<file path="src/sv/block_rms_meter_macros.svh">
// Assertion macros for the block RMS meter.
`ifndef BLOCK_RMS_METER_MACROS_SVH
`define BLOCK_RMS_METER_MACROS_SVH

`ifndef SYNTHESIS
`define BRMS_ASSERT(name, prop, msg) \
  name: assert property (@(posedge clk) disable iff (rst) (prop)) else $error(msg);
`define BRMS_ASSERT_NEVER(name, cond, msg) \
  name: assert property (@(posedge clk) disable iff (rst) !(cond)) else $error(msg);
`else
`define BRMS_ASSERT(name, prop, msg)
`define BRMS_ASSERT_NEVER(name, cond, msg)
`endif

`endif

</file>
<file path="src/sv/brms_pkg.sv">
package brms_pkg;

  localparam int MAX_SAMPLES_DEF = 4096;
  localparam int SAMPLE_BITS_DEF = 16;

  localparam int RMS_W      = 16;
  localparam int CNT_OUT_W  = 13;
  localparam int OUT_DATA_W = 32;

  typedef struct packed {
    logic take;
    logic start_div;
    logic div_step;
    logic start_root;
    logic root_step;
    logic emit;
  } cmd_t;

  typedef struct packed {
    logic div_last;
    logic root_last;
    logic out_free;
  } status_t;

endpackage

</file>
<file path="src/sv/block_rms_meter.sv">
// Block RMS meter.
// Input stream: one signed sample per word on s_tdata, s_tlast marks the
// last sample of a block. Samples are taken one per cycle; each one is
// squared and added to an exact running sum with a sample count.
// On the last sample the block stops taking words, divides the sum by the
// count (one quotient bit a cycle) and takes the integer square root of the
// mean (one root bit a cycle). The result word then appears on m_tvalid,
// and the meter then accepts the next block at once.
// Result word: rms_value, sample_count and the overflow flag in m_tuser.
// Samples beyond MAX_SAMPLES in a block are dropped and set overflow.
// The result sits in an output register; a stalled receiver does not block
// the next block's samples, only the next result, which waits until the
// register is free. Reset clears the sum, count, flag and any pending word.
module block_rms_meter #(
  parameter int MAX_SAMPLES = brms_pkg::MAX_SAMPLES_DEF,
  parameter int SAMPLE_BITS = brms_pkg::SAMPLE_BITS_DEF
) (
  input  logic                            clk,
  input  logic                            rst,
  input  logic                            s_tvalid,
  output logic                            s_tready,
  input  logic [((SAMPLE_BITS+7)/8)*8-1:0] s_tdata,  // sample
  input  logic                            s_tlast,   // last_sample
  output logic                            m_tvalid,
  input  logic                            m_tready,
  output logic [brms_pkg::OUT_DATA_W-1:0] m_tdata,   // rms_value, sample_count
  output logic                            m_tuser    // overflow
);
  import brms_pkg::*;

  `include "block_rms_meter_macros.svh"

  localparam int PAD_W = OUT_DATA_W - RMS_W - CNT_OUT_W;

  cmd_t                 cmd;
  status_t              status;
  logic [RMS_W-1:0]     rms_value;
  logic [CNT_OUT_W-1:0] sample_count;

  brms_ctrl u_ctrl (
    .clk      (clk),
    .rst      (rst),
    .s_tvalid (s_tvalid),
    .s_tlast  (s_tlast),
    .s_tready (s_tready),
    .status   (status),
    .cmd      (cmd)
  );

  brms_dp #(
    .MAX_SAMPLES (MAX_SAMPLES),
    .SAMPLE_BITS (SAMPLE_BITS)
  ) u_dp (
    .clk          (clk),
    .rst          (rst),
    .cmd          (cmd),
    .status       (status),
    .sample       (s_tdata[SAMPLE_BITS-1:0]),
    .m_tvalid     (m_tvalid),
    .m_tready     (m_tready),
    .rms_value    (rms_value),
    .sample_count (sample_count),
    .overflow     (m_tuser)
  );

  assign m_tdata = {{PAD_W{1'b0}}, sample_count, rms_value};

  `BRMS_ASSERT(a_emit_into_free_slot, cmd.emit |-> (!m_tvalid || m_tready), "result overwritten")
  `BRMS_ASSERT(a_valid_from_emit, $rose(m_tvalid) |-> $past(cmd.emit), "result without emit")
  `BRMS_ASSERT(a_hold_after_last, (s_tvalid && s_tready && s_tlast) |=> !s_tready, "word taken after last")
  `BRMS_ASSERT_NEVER(a_one_unit_busy, cmd.div_step && cmd.root_step, "divider and root both stepping")

endmodule

</file>
<file path="src/sv/brms_ctrl.sv">
module brms_ctrl (
  input  logic              clk,
  input  logic              rst,
  input  logic              s_tvalid,
  input  logic              s_tlast,
  output logic              s_tready,
  input  brms_pkg::status_t status,
  output brms_pkg::cmd_t    cmd
);
  import brms_pkg::*;

  typedef enum logic [6:0] {
    ST_ACCUM = 7'b0000001,
    ST_FLUSH = 7'b0000010,
    ST_LOAD  = 7'b0000100,
    ST_DIV   = 7'b0001000,
    ST_RLOAD = 7'b0010000,
    ST_ROOT  = 7'b0100000,
    ST_EMIT  = 7'b1000000
  } state_t;

  state_t state;
  state_t state_next;

  always_ff @(posedge clk) begin
    if (rst) begin
      state <= ST_ACCUM;
    end else begin
      state <= state_next;
    end
  end

  always_comb begin
    state_next     = state;
    cmd            = '0;
    s_tready       = 1'b0;
    case (state)
      ST_ACCUM: begin
        s_tready = 1'b1;
        cmd.take = s_tvalid;
        if (s_tvalid && s_tlast) begin
          state_next = ST_FLUSH;
        end
      end
      ST_FLUSH: begin
        state_next = ST_LOAD;
      end
      ST_LOAD: begin
        cmd.start_div = 1'b1;
        state_next    = ST_DIV;
      end
      ST_DIV: begin
        cmd.div_step = 1'b1;
        if (status.div_last) begin
          state_next = ST_RLOAD;
        end
      end
      ST_RLOAD: begin
        cmd.start_root = 1'b1;
        state_next     = ST_ROOT;
      end
      ST_ROOT: begin
        cmd.root_step = 1'b1;
        if (status.root_last) begin
          state_next = ST_EMIT;
        end
      end
      ST_EMIT: begin
        if (status.out_free) begin
          cmd.emit   = 1'b1;
          state_next = ST_ACCUM;
        end
      end
      default: begin
        state_next = ST_ACCUM;
      end
    endcase
  end

endmodule

</file>
<file path="src/sv/brms_dp.sv">
module brms_dp #(
  parameter int MAX_SAMPLES = brms_pkg::MAX_SAMPLES_DEF,
  parameter int SAMPLE_BITS = brms_pkg::SAMPLE_BITS_DEF
) (
  input  logic                           clk,
  input  logic                           rst,
  input  brms_pkg::cmd_t                 cmd,
  output brms_pkg::status_t              status,
  input  logic [SAMPLE_BITS-1:0]         sample,
  output logic                           m_tvalid,
  input  logic                           m_tready,
  output logic [brms_pkg::RMS_W-1:0]     rms_value,
  output logic [brms_pkg::CNT_OUT_W-1:0] sample_count,
  output logic                           overflow
);
  import brms_pkg::*;

  localparam int PROD_W = 2 * SAMPLE_BITS;
  localparam int SQ_W   = 2 * SAMPLE_BITS - 1;
  localparam int CNT_W  = $clog2(MAX_SAMPLES + 1);
  localparam int SUM_W  = 2 * SAMPLE_BITS - 2 + CNT_W;
  localparam int MEAN_W = 2 * SAMPLE_BITS - 1;
  localparam int ROOT_W = SAMPLE_BITS;
  localparam int RAD_W  = 2 * ROOT_W;
  localparam int STEP_W = $clog2(SUM_W);

  logic [SAMPLE_BITS-1:0] mag;
  logic [SQ_W-1:0]        sq;
  logic                   sq_valid;
  logic [SUM_W-1:0]       square_sum;
  logic [CNT_W-1:0]       count;
  logic                   overflow_seen;

  logic [SUM_W-1:0]       quo;
  logic [CNT_W-1:0]       rem;
  logic [CNT_W-1:0]       divisor;
  logic                   ovf_hold;
  logic [CNT_W:0]         div_trial;
  logic                   div_ge;
  logic [CNT_W:0]         div_diff;

  logic [RAD_W-1:0]       rad;
  logic [ROOT_W-1:0]      root;
  logic [ROOT_W+1:0]      srem;
  logic [ROOT_W+1:0]      rt_rem;
  logic [ROOT_W+1:0]      rt_trial;
  logic                   rt_ge;

  logic [STEP_W-1:0]      step;

  assign mag = sample[SAMPLE_BITS-1] ? (~sample + 1'b1) : sample;

  always_ff @(posedge clk) begin
    if (rst) begin
      sq_valid <= 1'b0;
    end else begin
      sq_valid <= cmd.take;
    end
    if (cmd.take) begin
      sq <= SQ_W'(PROD_W'(mag) * PROD_W'(mag));
    end
  end

  always_ff @(posedge clk) begin
    if (rst || cmd.start_div) begin
      square_sum    <= '0;
      count         <= '0;
      overflow_seen <= 1'b0;
    end else if (sq_valid) begin
      if (count != CNT_W'(MAX_SAMPLES)) begin
        square_sum <= square_sum + SUM_W'(sq);
        count      <= count + 1'b1;
      end else begin
        overflow_seen <= 1'b1;
      end
    end
  end

  assign div_trial = {rem, quo[SUM_W-1]};
  assign div_ge    = div_trial >= {1'b0, divisor};
  assign div_diff  = div_trial - {1'b0, divisor};

  always_ff @(posedge clk) begin
    if (cmd.start_div) begin
      quo      <= square_sum;
      rem      <= '0;
      divisor  <= count;
      ovf_hold <= overflow_seen;
    end else if (cmd.div_step) begin
      quo <= {quo[SUM_W-2:0], div_ge};
      rem <= div_ge ? div_diff[CNT_W-1:0] : div_trial[CNT_W-1:0];
    end
  end

  assign rt_rem   = {srem[ROOT_W-1:0], rad[RAD_W-1 -: 2]};
  assign rt_trial = {root, 2'b01};
  assign rt_ge    = rt_rem >= rt_trial;

  always_ff @(posedge clk) begin
    if (cmd.start_root) begin
      rad  <= RAD_W'(quo[MEAN_W-1:0]);
      root <= '0;
      srem <= '0;
    end else if (cmd.root_step) begin
      rad  <= {rad[RAD_W-3:0], 2'b00};
      root <= {root[ROOT_W-2:0], rt_ge};
      srem <= rt_ge ? (rt_rem - rt_trial) : rt_rem;
    end
  end

  always_ff @(posedge clk) begin
    if (rst || cmd.start_div || cmd.start_root) begin
      step <= '0;
    end else if (cmd.div_step || cmd.root_step) begin
      step <= step + 1'b1;
    end
  end

  assign status.div_last  = step == STEP_W'(SUM_W - 1);
  assign status.root_last = step == STEP_W'(ROOT_W - 1);
  assign status.out_free  = !m_tvalid || m_tready;

  always_ff @(posedge clk) begin
    if (rst) begin
      m_tvalid <= 1'b0;
    end else if (cmd.emit) begin
      m_tvalid <= 1'b1;
    end else if (m_tready) begin
      m_tvalid <= 1'b0;
    end
    if (cmd.emit) begin
      rms_value    <= RMS_W'(root);
      sample_count <= CNT_OUT_W'(divisor);
      overflow     <= ovf_hold;
    end
  end

endmodule
</file>
<file path="config.mk">
export PLATFORM = sky130hd
export DESIGN_NAME = block_rms_meter
export DESIGN_NICKNAME = d
export VERILOG_FILES = /design/src/sv/brms_pkg.sv /design/src/sv/block_rms_meter.sv /design/src/sv/brms_ctrl.sv /design/src/sv/brms_dp.sv
export VERILOG_INCLUDE_DIRS = /design/src /design/src/sv
export SDC_FILE = /design/constraint.sdc
export NUM_CORES = 1
export LEC_CHECK = 0
export BUFFER_PORTS_ARGS = -buffer_cell sky130_fd_sc_hd__buf_2
export CAP_MARGIN = 10
export CORE_MARGIN = 2
export CORE_UTILIZATION = 45
export DETAILED_ROUTE_END_ITERATION = 10
export SLEW_MARGIN = 20
export SYNTH_ARGS = -nofsm -noshare
export SYNTH_HDL_FRONTEND = slang
export SYNTH_SLANG_ARGS = --single-unit
</file>
<file path="constraint.sdc">
create_clock -name clk -period 15.83 [get_ports clk]
set_input_delay 0.7915 -clock clk [delete_from_list [all_inputs] [get_ports clk]]
set_output_delay 0.7915 -clock clk [all_outputs]
set_load 0.05 [all_outputs]
</file>
Word level (Yosys, flattened, before mapping). Cells that the tools add are included.

Logic and storage cells: 78. Bits of input ports: 21. Output and inout bits: 35. Bits in registers: 267.

Add/subtract/negate cells: 6. Bitwise logic cells: 2. Multiplexer cells: 22. Reduce and logical (&&, ||, !) cells: 12. $lt $le $gt $ge: 2. Equal/unequal tests: 14. $mul: 1.

Operator list (count): 43-bit 2-to-1 mux (2); 31-bit 2-to-1 mux (2); 7-bit one-hot mux with 7 select lines (1); 43-bit by 31-bit adder with 43-bit output (1); 16-bit 2-to-1 mux (2); 16-bit by 16-bit multiplier with 31-bit output (1); 7-bit 2-to-1 mux (4); 18-bit greater-or-equal comparator (1); 16-bit by 1-bit adder with 16-bit output, second input constant (1); 16-bit NOT (1); 16-bit subtractor (1); 14-bit by 13-bit greater-or-equal comparator with 1-bit output (1); 13-bit by 1-bit adder with 13-bit output, second input constant (1); 13-bit 2-to-1 mux (1); 13-bit != test, second input constant (1); 13-bit subtractor (1); 1-bit 2-to-1 mux (10); 7-bit by 1-bit equality test with 1-bit output, second input constant (1); 7-bit by 2-bit equality test with 1-bit output, second input constant (1); 7-bit by 3-bit equality test with 1-bit output, second input constant (1); 7-bit by 4-bit equality test with 1-bit output, second input constant (1); 7-bit by 5-bit equality test with 1-bit output, second input constant (1); 7-bit by 6-bit equality test with 1-bit output, second input constant (1); 7-bit equality test, second input constant (1); other kinds (12) (20).

Logic depth before layout (Yosys ltp). Gate-level depths: netlist (run 1).

Depth in word-level cells: 5. Gate-level depth with buffers: 33. Gate-level depth less buffers: 31.

Cells and area by module. A second synthesis (run 1) with hierarchy kept.

Cell total of the unflattened synthesis: 2113. Area, all modules: 20568.5 sq um.

Modules (own cells, without submodules): brms_dp (sequential area each 6666.4 sq um, cells an instance 2056, instances 1, area an instance 20113.0 sq um); brms_ctrl (sequential area each 140.1 sq um, cells an instance 53, instances 1, area an instance 429.2 sq um); block_rms_meter (sequential area each 0.0 sq um, cells an instance 4, instances 1, area an instance 26.3 sq um).

Worst setup path after synthesis (run 1). No wires, ideal clock.

Path kind: input to register. Start: in s_tdata[0]. End: reg u_dp.sq[29], data pin. Buffers on the path: 2. Required time: 15.572 ns. Stages on the path: 30. Data arrival time: 7.737 ns. Library setup time: 0.258 ns. Slack: 7.836 ns. Path through: inv_1 clkbuf_1 ha_1 nand2b_1 or3_4 o31a_1 xor2_1 clkinv_2 nor2_1 fa_1 inv_1 fa_1 inv_1 fa_1 fa_1 fa_1 inv_1 fa_1 inv_1 ha_1 clkbuf_1 a21oi_1 o21ai_0 a221oi_1 nor2_1 a21oi_1 o311ai_0 a31o_2 a21oi_1 xnor2_1.

Word-level cells in the longest chain between the ends: 4.

Ends and longest elaborated chain: from (decl) (RTL line block_rms_meter.sv:22) `input logic [((SAMPLE_BITS+7)/8)*8-1:0] s_tdata,`; 16-bit NOT (RTL line brms_dp.sv:51) `assign mag = sample[SAMPLE_BITS-1] ? (~sample + 1'b1) : sample;`; 16-bit by 1-bit adder with 16-bit output (RTL line brms_dp.sv:51); 16-bit 2-to-1 mux * (RTL line brms_dp.sv:51); 16-bit by 16-bit multiplier with 31-bit output * (RTL line brms_dp.sv:60) `sq <= SQ_W'(PROD_W'(mag) * PROD_W'(mag));`; to (signal assigned) (RTL line brms_dp.sv:60); to (decl) (RTL line brms_dp.sv:28) `logic [SQ_W-1:0] sq;`.

Mark *: on every way between the ends. The rest lies on a longest branch, timed or not. A chain may end at the register's enable or synchronous reset.

Worst setup path after layout (run 1).
Start: in s_tdata[5]. End: reg u_dp.sq[30], data pin.

The elaborated chain is that of the path after synthesis.

==> results.md, run 1 <==
* Worst hold endpoint: u_dp.overflow
* Post-CTS setup buffer count at 0
* Root buf cell: clkbuf_16
* Drt drc at 0
* Hold Fails Final Rpt at 0
* Antenna-violating nets left at 0
* Initial Util at a little under half
* Peak Freq at between 100 and 150 MHz
* CP max stage cell: xor2_1
* DR vias at around 15k
* Post_cts resized at 0
* Minimum clock period at roughly 8500 ps
* Maxcap violations at 0
* Ys Warns at 0
* PortBufs at between 50 and 60
* Final nets at 2584
* EDFF count, synth at approximately 150
* Max-slew violations at 0
* Clock Skew at approximately 15 ps
* Total clock sinks at between 200 and 300
* Detailed-router iteration count before antenna repair at 5
* Layout cell share with drive strength beyond 1 at about 7.3%
* Max clock buf depth at 3
* Synthesized area at 20400 um2
* R2R cell count at 11
* Syn avg cell area at between 9 and 10 um2
* WL per Instance at 14.9 um
* R2R setup slack at 12530 ps
* Register area share after synthesis at between 30 and 40%
* Worst Setup End Kind: flop
* Hpwl dp at approximately 34 mm
* Fillers at 4312
* Commonest non-fill, non-tap cell in the layout: nand2_1
* Core box area at approximately 45000 um2
* Global-route wire length before repair at a little over 70 mm
* # hold bufs at CTS at 0
* Worst Hold Depth at 0
* Worst path most repeated cell: fa_1
* Critical path arrival at approximately 8800 ps
* Required time of the critical path at 16120 ps
* Asr flop ratio synth at 0%
* Reg-to-reg critical path startpoint: u_dp.divisor[0]
* Cell variety after synth at slightly below 90
* Critical Path Max Stage Delay at around 840 ps
* CP Max Fanout at 12
* Largest net degree at the start of global routing at 54
* Rows at 78
* Slew @ Worst Pin at approximately 1100 ps
* Final setup violation count at 0
* Total Neg Setup Slack at 0 ps
* Die footprint at roughly 47000 um2
* HP Class: flop to flop
* Placer congestion estimate at 0.911
* CTS Buf Count at 29
* Critical path type: primary input to flop
* CP delay by family, top: adder cells
* Vias in the first global route at roughly 15k
* Period Utilization, post-route at a little over half
* Die width at ~220 um
* RSZ-0062 raised after global routing: no
* Worst-Skew Late Latency at ~550 ps
* Layout area overhead at 9.21%
* GRT Overall Usage at a little under a fifth
* H-tree depth at 1
* Vias/cell at ~5.2
* Hold path startpoint: u_dp.ovf_hold
* Cell taking the most area after synthesis: edfxtp_1
* Synth Register Bits at ~270
* Commonest cells after routing, fill and taps aside: nand2_1, inv_1, fa_1, ha_1, edfxtp_1
* Clock-pin slew on the worst setup and hold paths at approximately 60 ps
* CTS tree: built
* Routed WL at between 40 and 50 mm
* Status: completed
* Synth top area cells: edfxtp_1, fa_1, dfxtp_1
* Post-synth top flop: edfxtp_1
* Rel. slew slack at 26.8%
* WP buf/inv at 5
* Die height at 217 um
* Top Ports at 56
* Yosys top cell area share at between 20% and 30%
* Syn Inst Count at around 2.2k
* Grt ovf at 0
* Initial antenna violation count at 0
* Crit start category: primary input
* Worst r2r dst: u_dp.rem[0]
* Initial DRC Count at about 750
==> kinds of logic (layout without fill, tap and decap cells) <==
group                      Yosys count  count (layout)  synth area share, %
muxes                               23              23                 1.18
other                                2              15               0.0368
DFF                                266             266                 33.3
buffers and inverters              381             430                 7.17
and+or+nand+nor                    721             721                 15.6
adders and majority gates          327             327                 26.1
AOI/OAI and AO/OA                  362             362                 11.6
xor gates and xnor gates           115             115                 4.97
==> synthesized netlist by cell type, drive strengths merged (14+ instances only) <==
master	number
and2	16
inv	311
o21ai	90
a211oi	17
edfxtp	148
a21o	34
nor2	142
nand4	25
xnor2	65
fa	166
buf	20
ha	161
nor3	22
a31oi	16
and3	16
o21a	15
xor2	50
nand2	385
dfxtp	118
clkbuf	48
nand3	45
mux2i	14
a21oi	107
==> flip-flops by register name, summed over array words and instances, names as in the netlist <==
name,flops
u_dp.square_sum,43
u_dp.ovf_hold,1
u_ctrl.state,7
u_dp.sq_valid,1
u_dp.overflow,1
u_dp.divisor,13
u_dp.m_tvalid,1
u_dp.sq,30
u_dp.rad,32
u_dp.sample_count,13
u_dp.overflow_seen,1
u_dp.root,16
u_dp.quo,43
u_dp.count,13
u_dp.step,6
u_dp.srem,16
u_dp.rms_value,16
u_dp.rem,13
==> layout make-up <==
class	instances	area [um2]	share of cell area (%)
Multi-Input combinational cell	1562	12200	54.8
Timing Repair Buffer	64	350	1.57
Tap cell	600	751	3.37
Antenna cell	1	2.50	0.0112
Clock buffer	36	772	3.46
Sequential cell	266	6810	30.5
Clock inverter	17	235	1.05
Inverter	313	1180	5.27
==> routing by layer <==
layer  part of all wire [%]  global-route usage, %  vias up
met4                    2.2                   5.18        0
li1                       -                      -     7394
met3                    3.9                   1.80       69
met1                     46                   24.1     7006
met5                      0                      0        -
met2                     48                   32.0      263
==> how the worst max path moves through the flow <==
stage	from	end	slack, ps	cells past startpoint
floorplan	s_tdata[0]	u_dp.sq[29]	7840	30
global placement	s_tdata[0]	u_dp.sq[30]	6990	29
detailed placement	s_tdata[5]	u_dp.sq[30]	6830	26
CTS	s_tdata[5]	u_dp.sq[30]	7400	26
global route	s_tdata[0]	u_dp.sq[30]	6900	29
finish	s_tdata[5]	u_dp.sq[30]	7360	26
==> worst register-to-register path, delay by kind of cell, from the launching register on <==
family          cells  cell delay (ps)
compound gates      6             1060
fa+ha+maj           2              660
simple gates        2              670
flops               1              430
mux                 1              410
==> metrics by stage <==
step	instance area (um2)	hold slack [ps]	utilization, %	instances	setup WS (ps)
after floorplan	20500	400	-	2209	7840
after global placement	21300	416	47.2	2805	6990
after detailed placement	21300	415	47.2	2805	6830
after CTS	22300	430	49.5	2858	7400
after global routing	22300	446	49.5	2858	6900
final	22300	427	49.5	2859	7360
Power of run 1 is not shown: default switching activity piles up to over one toggle a cycle in this logic, so the estimate is an artifact.
==> inputs of run 2 (changes only) <==
--- a/config.mk
+++ b/config.mk
@@ -6,6 +6,7 @@
 export SDC_FILE = /design/constraint.sdc
 export NUM_CORES = 1
 export LEC_CHECK = 0
+export ABC_AREA = 1
 export BUFFER_PORTS_ARGS = -buffer_cell sky130_fd_sc_hd__buf_2
 export CAP_MARGIN = 10
 export CORE_MARGIN = 2
==> constraint.sdc (replaced) <==
create_clock -name clk -period 7.1 [get_ports clk]
set_input_delay 0.355 -clock clk [delete_from_list [all_inputs] [get_ports clk]]
set_output_delay 0.355 -clock clk [all_outputs]
set_load 0.05 [all_outputs]
==> run 2 against run 1 <==
Compared with the run above:
- register-to-register slack got worse by 9200 ps
- sequential share of layout area decreased by 2.2 points
- flip-flop and latch count unchanged
- routed wire length increased by 27%
- core utilization decreased by 0.18 points
- cell area increased by 7.7%
- cell count increased by 25%
- clock skew about the same
- hold slack got worse by 390 ps
- clock-buffer cell count increased by 3
- setup slack got worse by 6600 ps
- via count increased by 22%
- highest routed layer unchanged
==> results.md, run 2 <==
* Status: completed
* Lkg Pwr at between 10 and 15 nW
* Fin util at 49.3%
* Post-synth top flop: edfxtp_1
* Slew @ Worst Pin at 932 ps
* Commonest non-fill, non-tap cell in the layout: nand2_1
* PortBufs at 52
* Initial antenna violation count at 1
* GRT Overall Usage at roughly 22%
* Asr flop ratio synth at 0%
* CTS Buf Count at 29
* Root buf cell: clkbuf_16
* CP Max Fanout at 10
* P per Cell Area at 456 nW/um2
* Vias/cell at between 5 and 6
* Crit start category: primary input
* Critical Path Max Stage Delay at ~550 ps
* RSZ-0062 raised after global routing: no
* Critical path arrival at roughly 6700 ps
* Hpwl dp at approximately 43 mm
* Global-route wire length before repair at roughly 90 mm
* Grt ovf at 0
* Final setup violation count at 0
* Most frequent cells after synthesis: nand2_1, inv_1, nor2_1
* Die width at around 230 um
* Post-CTS setup buffer count at 0
* H-tree depth at 1
* Drt drc at 0
* Register area share after synthesis at a little under a third
* Largest registers: u_dp.quo (43), u_dp.square_sum (43), u_dp.rad (32)
* Peak Freq at 157 MHz
* Yosys top cell area share at 20.1%
* CP startpoint: s_tdata[1]
* Clock Skew at 15.6 ps
* Fillers at 4841
* DR vias at between 15k and 20k
* Peak supply drop at 0.572 mV
* Most common cell in the netlist: nand2_1
* Core box area at approximately 49000 um2
* Die height at ~230 um
* Worst r2r dst: u_dp.step[4]
* Synth Register Bits at approximately 270
* HP Class: primary input to flop
* # hold bufs at CTS at 0
* Commonest cells after routing, fill and taps aside: nand2_1, inv_1, nor2_1, fa_1, ha_1
* Hold Fails Final Rpt at 0
* Cell taking the most area after synthesis: edfxtp_1
* R2R setup slack at 3370 ps
* Worst Hold Slack at about 38 ps
* Largest net degree at the start of global routing at 77
* EDFF count, synth at about 150
* Ys Warns at 0
* Reg-to-reg critical path startpoint: u_ctrl.state[5]
* CP max stage cell: fa_1
* Rel. slew slack at roughly 38%
* Worst-Skew Late Latency at ~570 ps
* Die footprint at approximately 50000 um2
* WL per Instance at around 15 um
* Top Ports at 56
* Minimum clock period at 6380 ps
* Total clock sinks at around 270
* Antenna-violating nets left at 0
* Setup crit end: u_dp.sq[23]
* Synthesized area at approximately 22000 um2
* Initial Util at between 40% and 50%
* Rows at 81
* Syn Inst Count at approximately 2.8k
* Clock-pin slew on the worst setup and hold paths at roughly 70 ps
* Total Neg Setup Slack at 0 ps
* Period Utilization, post-route at around nine tenths
* Required time of the critical path at approximately 7400 ps
* Max clock buf depth at 3
* Syn avg cell area at approximately 7.8 um2
* Vias in the first global route at approximately 18k
* Worst path most repeated cell: fa_1
* Post_cts resized at 0
* Initial DRC Count at approximately 1.3k
* Critical path type: primary input to flop
* Detailed-router iteration count before antenna repair at 8
* Max-slew violations at 0
* Placer congestion estimate at ~0.95
* R2R cell count at 12
* Cell variety after synth at 52
* Worst Setup End Kind: flop
* Maxcap violations at 0
* Layout cell share with drive strength beyond 1 at under 10%
* Final nets at about 3.2k
* CTS tree: built
* Routed WL at 53.9 mm
* Synth top area cells: edfxtp_1, fa_1, nand2_1
* Layout area overhead at 8.67%
run 2: changes by cell type after synthesis, moves of 16 or more:
cell / previous run / this run
nand2_1: 385 / 736
inv_1: 307 / 544
nand3_1: 45 / 135
nor2_1: 139 / 220
a21oi_1: 107 / 154
xnor2_1: 65 / 26
a21o_1: 34 / 8
clkbuf_1: 47 / 21
buf_2: 8 / 27
o21ai_0: 82 / 101
a211oi_1: 17 / 1
and3_1: 16 / 0
run 2: logic make-up after synthesis:
kind of cell	share of synthesized area [%]
DFF	30.8
adders and majority gates	24.1
xor gates and xnor gates	2.78
and+or+nand+nor	22.8
buffers and inverters	11.1
AOI/OAI and AO/OA	8.45
other	0.0340
run 2: layout make-up:
class	instances	area (um2)	area share, %
antenna	1	2.50	0.0104
inverter	562	2110	8.80
multi-input combinational	1950	12900	53.8
clock buffer	39	763	3.18
tap	664	831	3.46
sequential	266	6810	28.3
clock inverter	14	135	0.562
timing repair buffer	78	455	1.90
run 2: layer usage:
| layer | GRT usage (%) | vias to the layer above | routed length [um] |
|---|---|---|---|
| met5 | 0 | - | 0 |
| met4 | 5.47 | 0 | 1150 |
| met3 | 2.58 | 70 | 2700 |
| met2 | 36.7 | 393 | 25000 |
| met1 | 30.3 | 8473 | 25100 |
| li1 | - | 8984 | - |
run 2: worst max-delay path: cells and delay by family:
family / cells / cell delay (ps)
fa+ha+maj: 8 / 3570
compound gates: 3 / 890
buf+inv: 7 / 650
simple gates: 5 / 630
xor+xnor: 2 / 570
run 2: report_power, final:
part           internal, W  switching, W  leakage [nW]
sequential         0.00207     0.0000877          2.30
combinational      0.00265       0.00470          9.13
clock             0.000828      0.000626         0.434
run 2: worst min-delay path by stage:
stage	from	endpoint	slack, ps	cells past startpoint
floorplan	u_dp.ovf_hold	u_dp.overflow	400	0
global placement	u_dp.ovf_hold	u_dp.overflow	410	0
detailed placement	u_dp.root[6]	u_dp.rms_value[6]	420	0
CTS	s_tdata[0]	u_dp.sq[0]	7	1
global route	s_tdata[0]	u_dp.sq[0]	30	1
finish	s_tdata[0]	u_dp.sq[0]	40	1
run 2: per-stage QoR:
| step | total power, W | setup slack, ps | instance area [um2] | cells |
|---|---|---|---|---|
| 2_1_floorplan | 0.00771 | 507 | 22200 | 2839 |
| 3_3_place_gp | 0.00948 | 285 | 23100 | 3520 |
| 3_5_place_dp | 0.00951 | 152 | 23100 | 3520 |
| 4_1_cts | 0.0110 | 757 | 24000 | 3573 |
| 5_1_grt | 0.0122 | 304 | 24000 | 3574 |
| 6_report | 0.0110 | 725 | 24000 | 3574 |
Power figures use the tool's default switching activity.
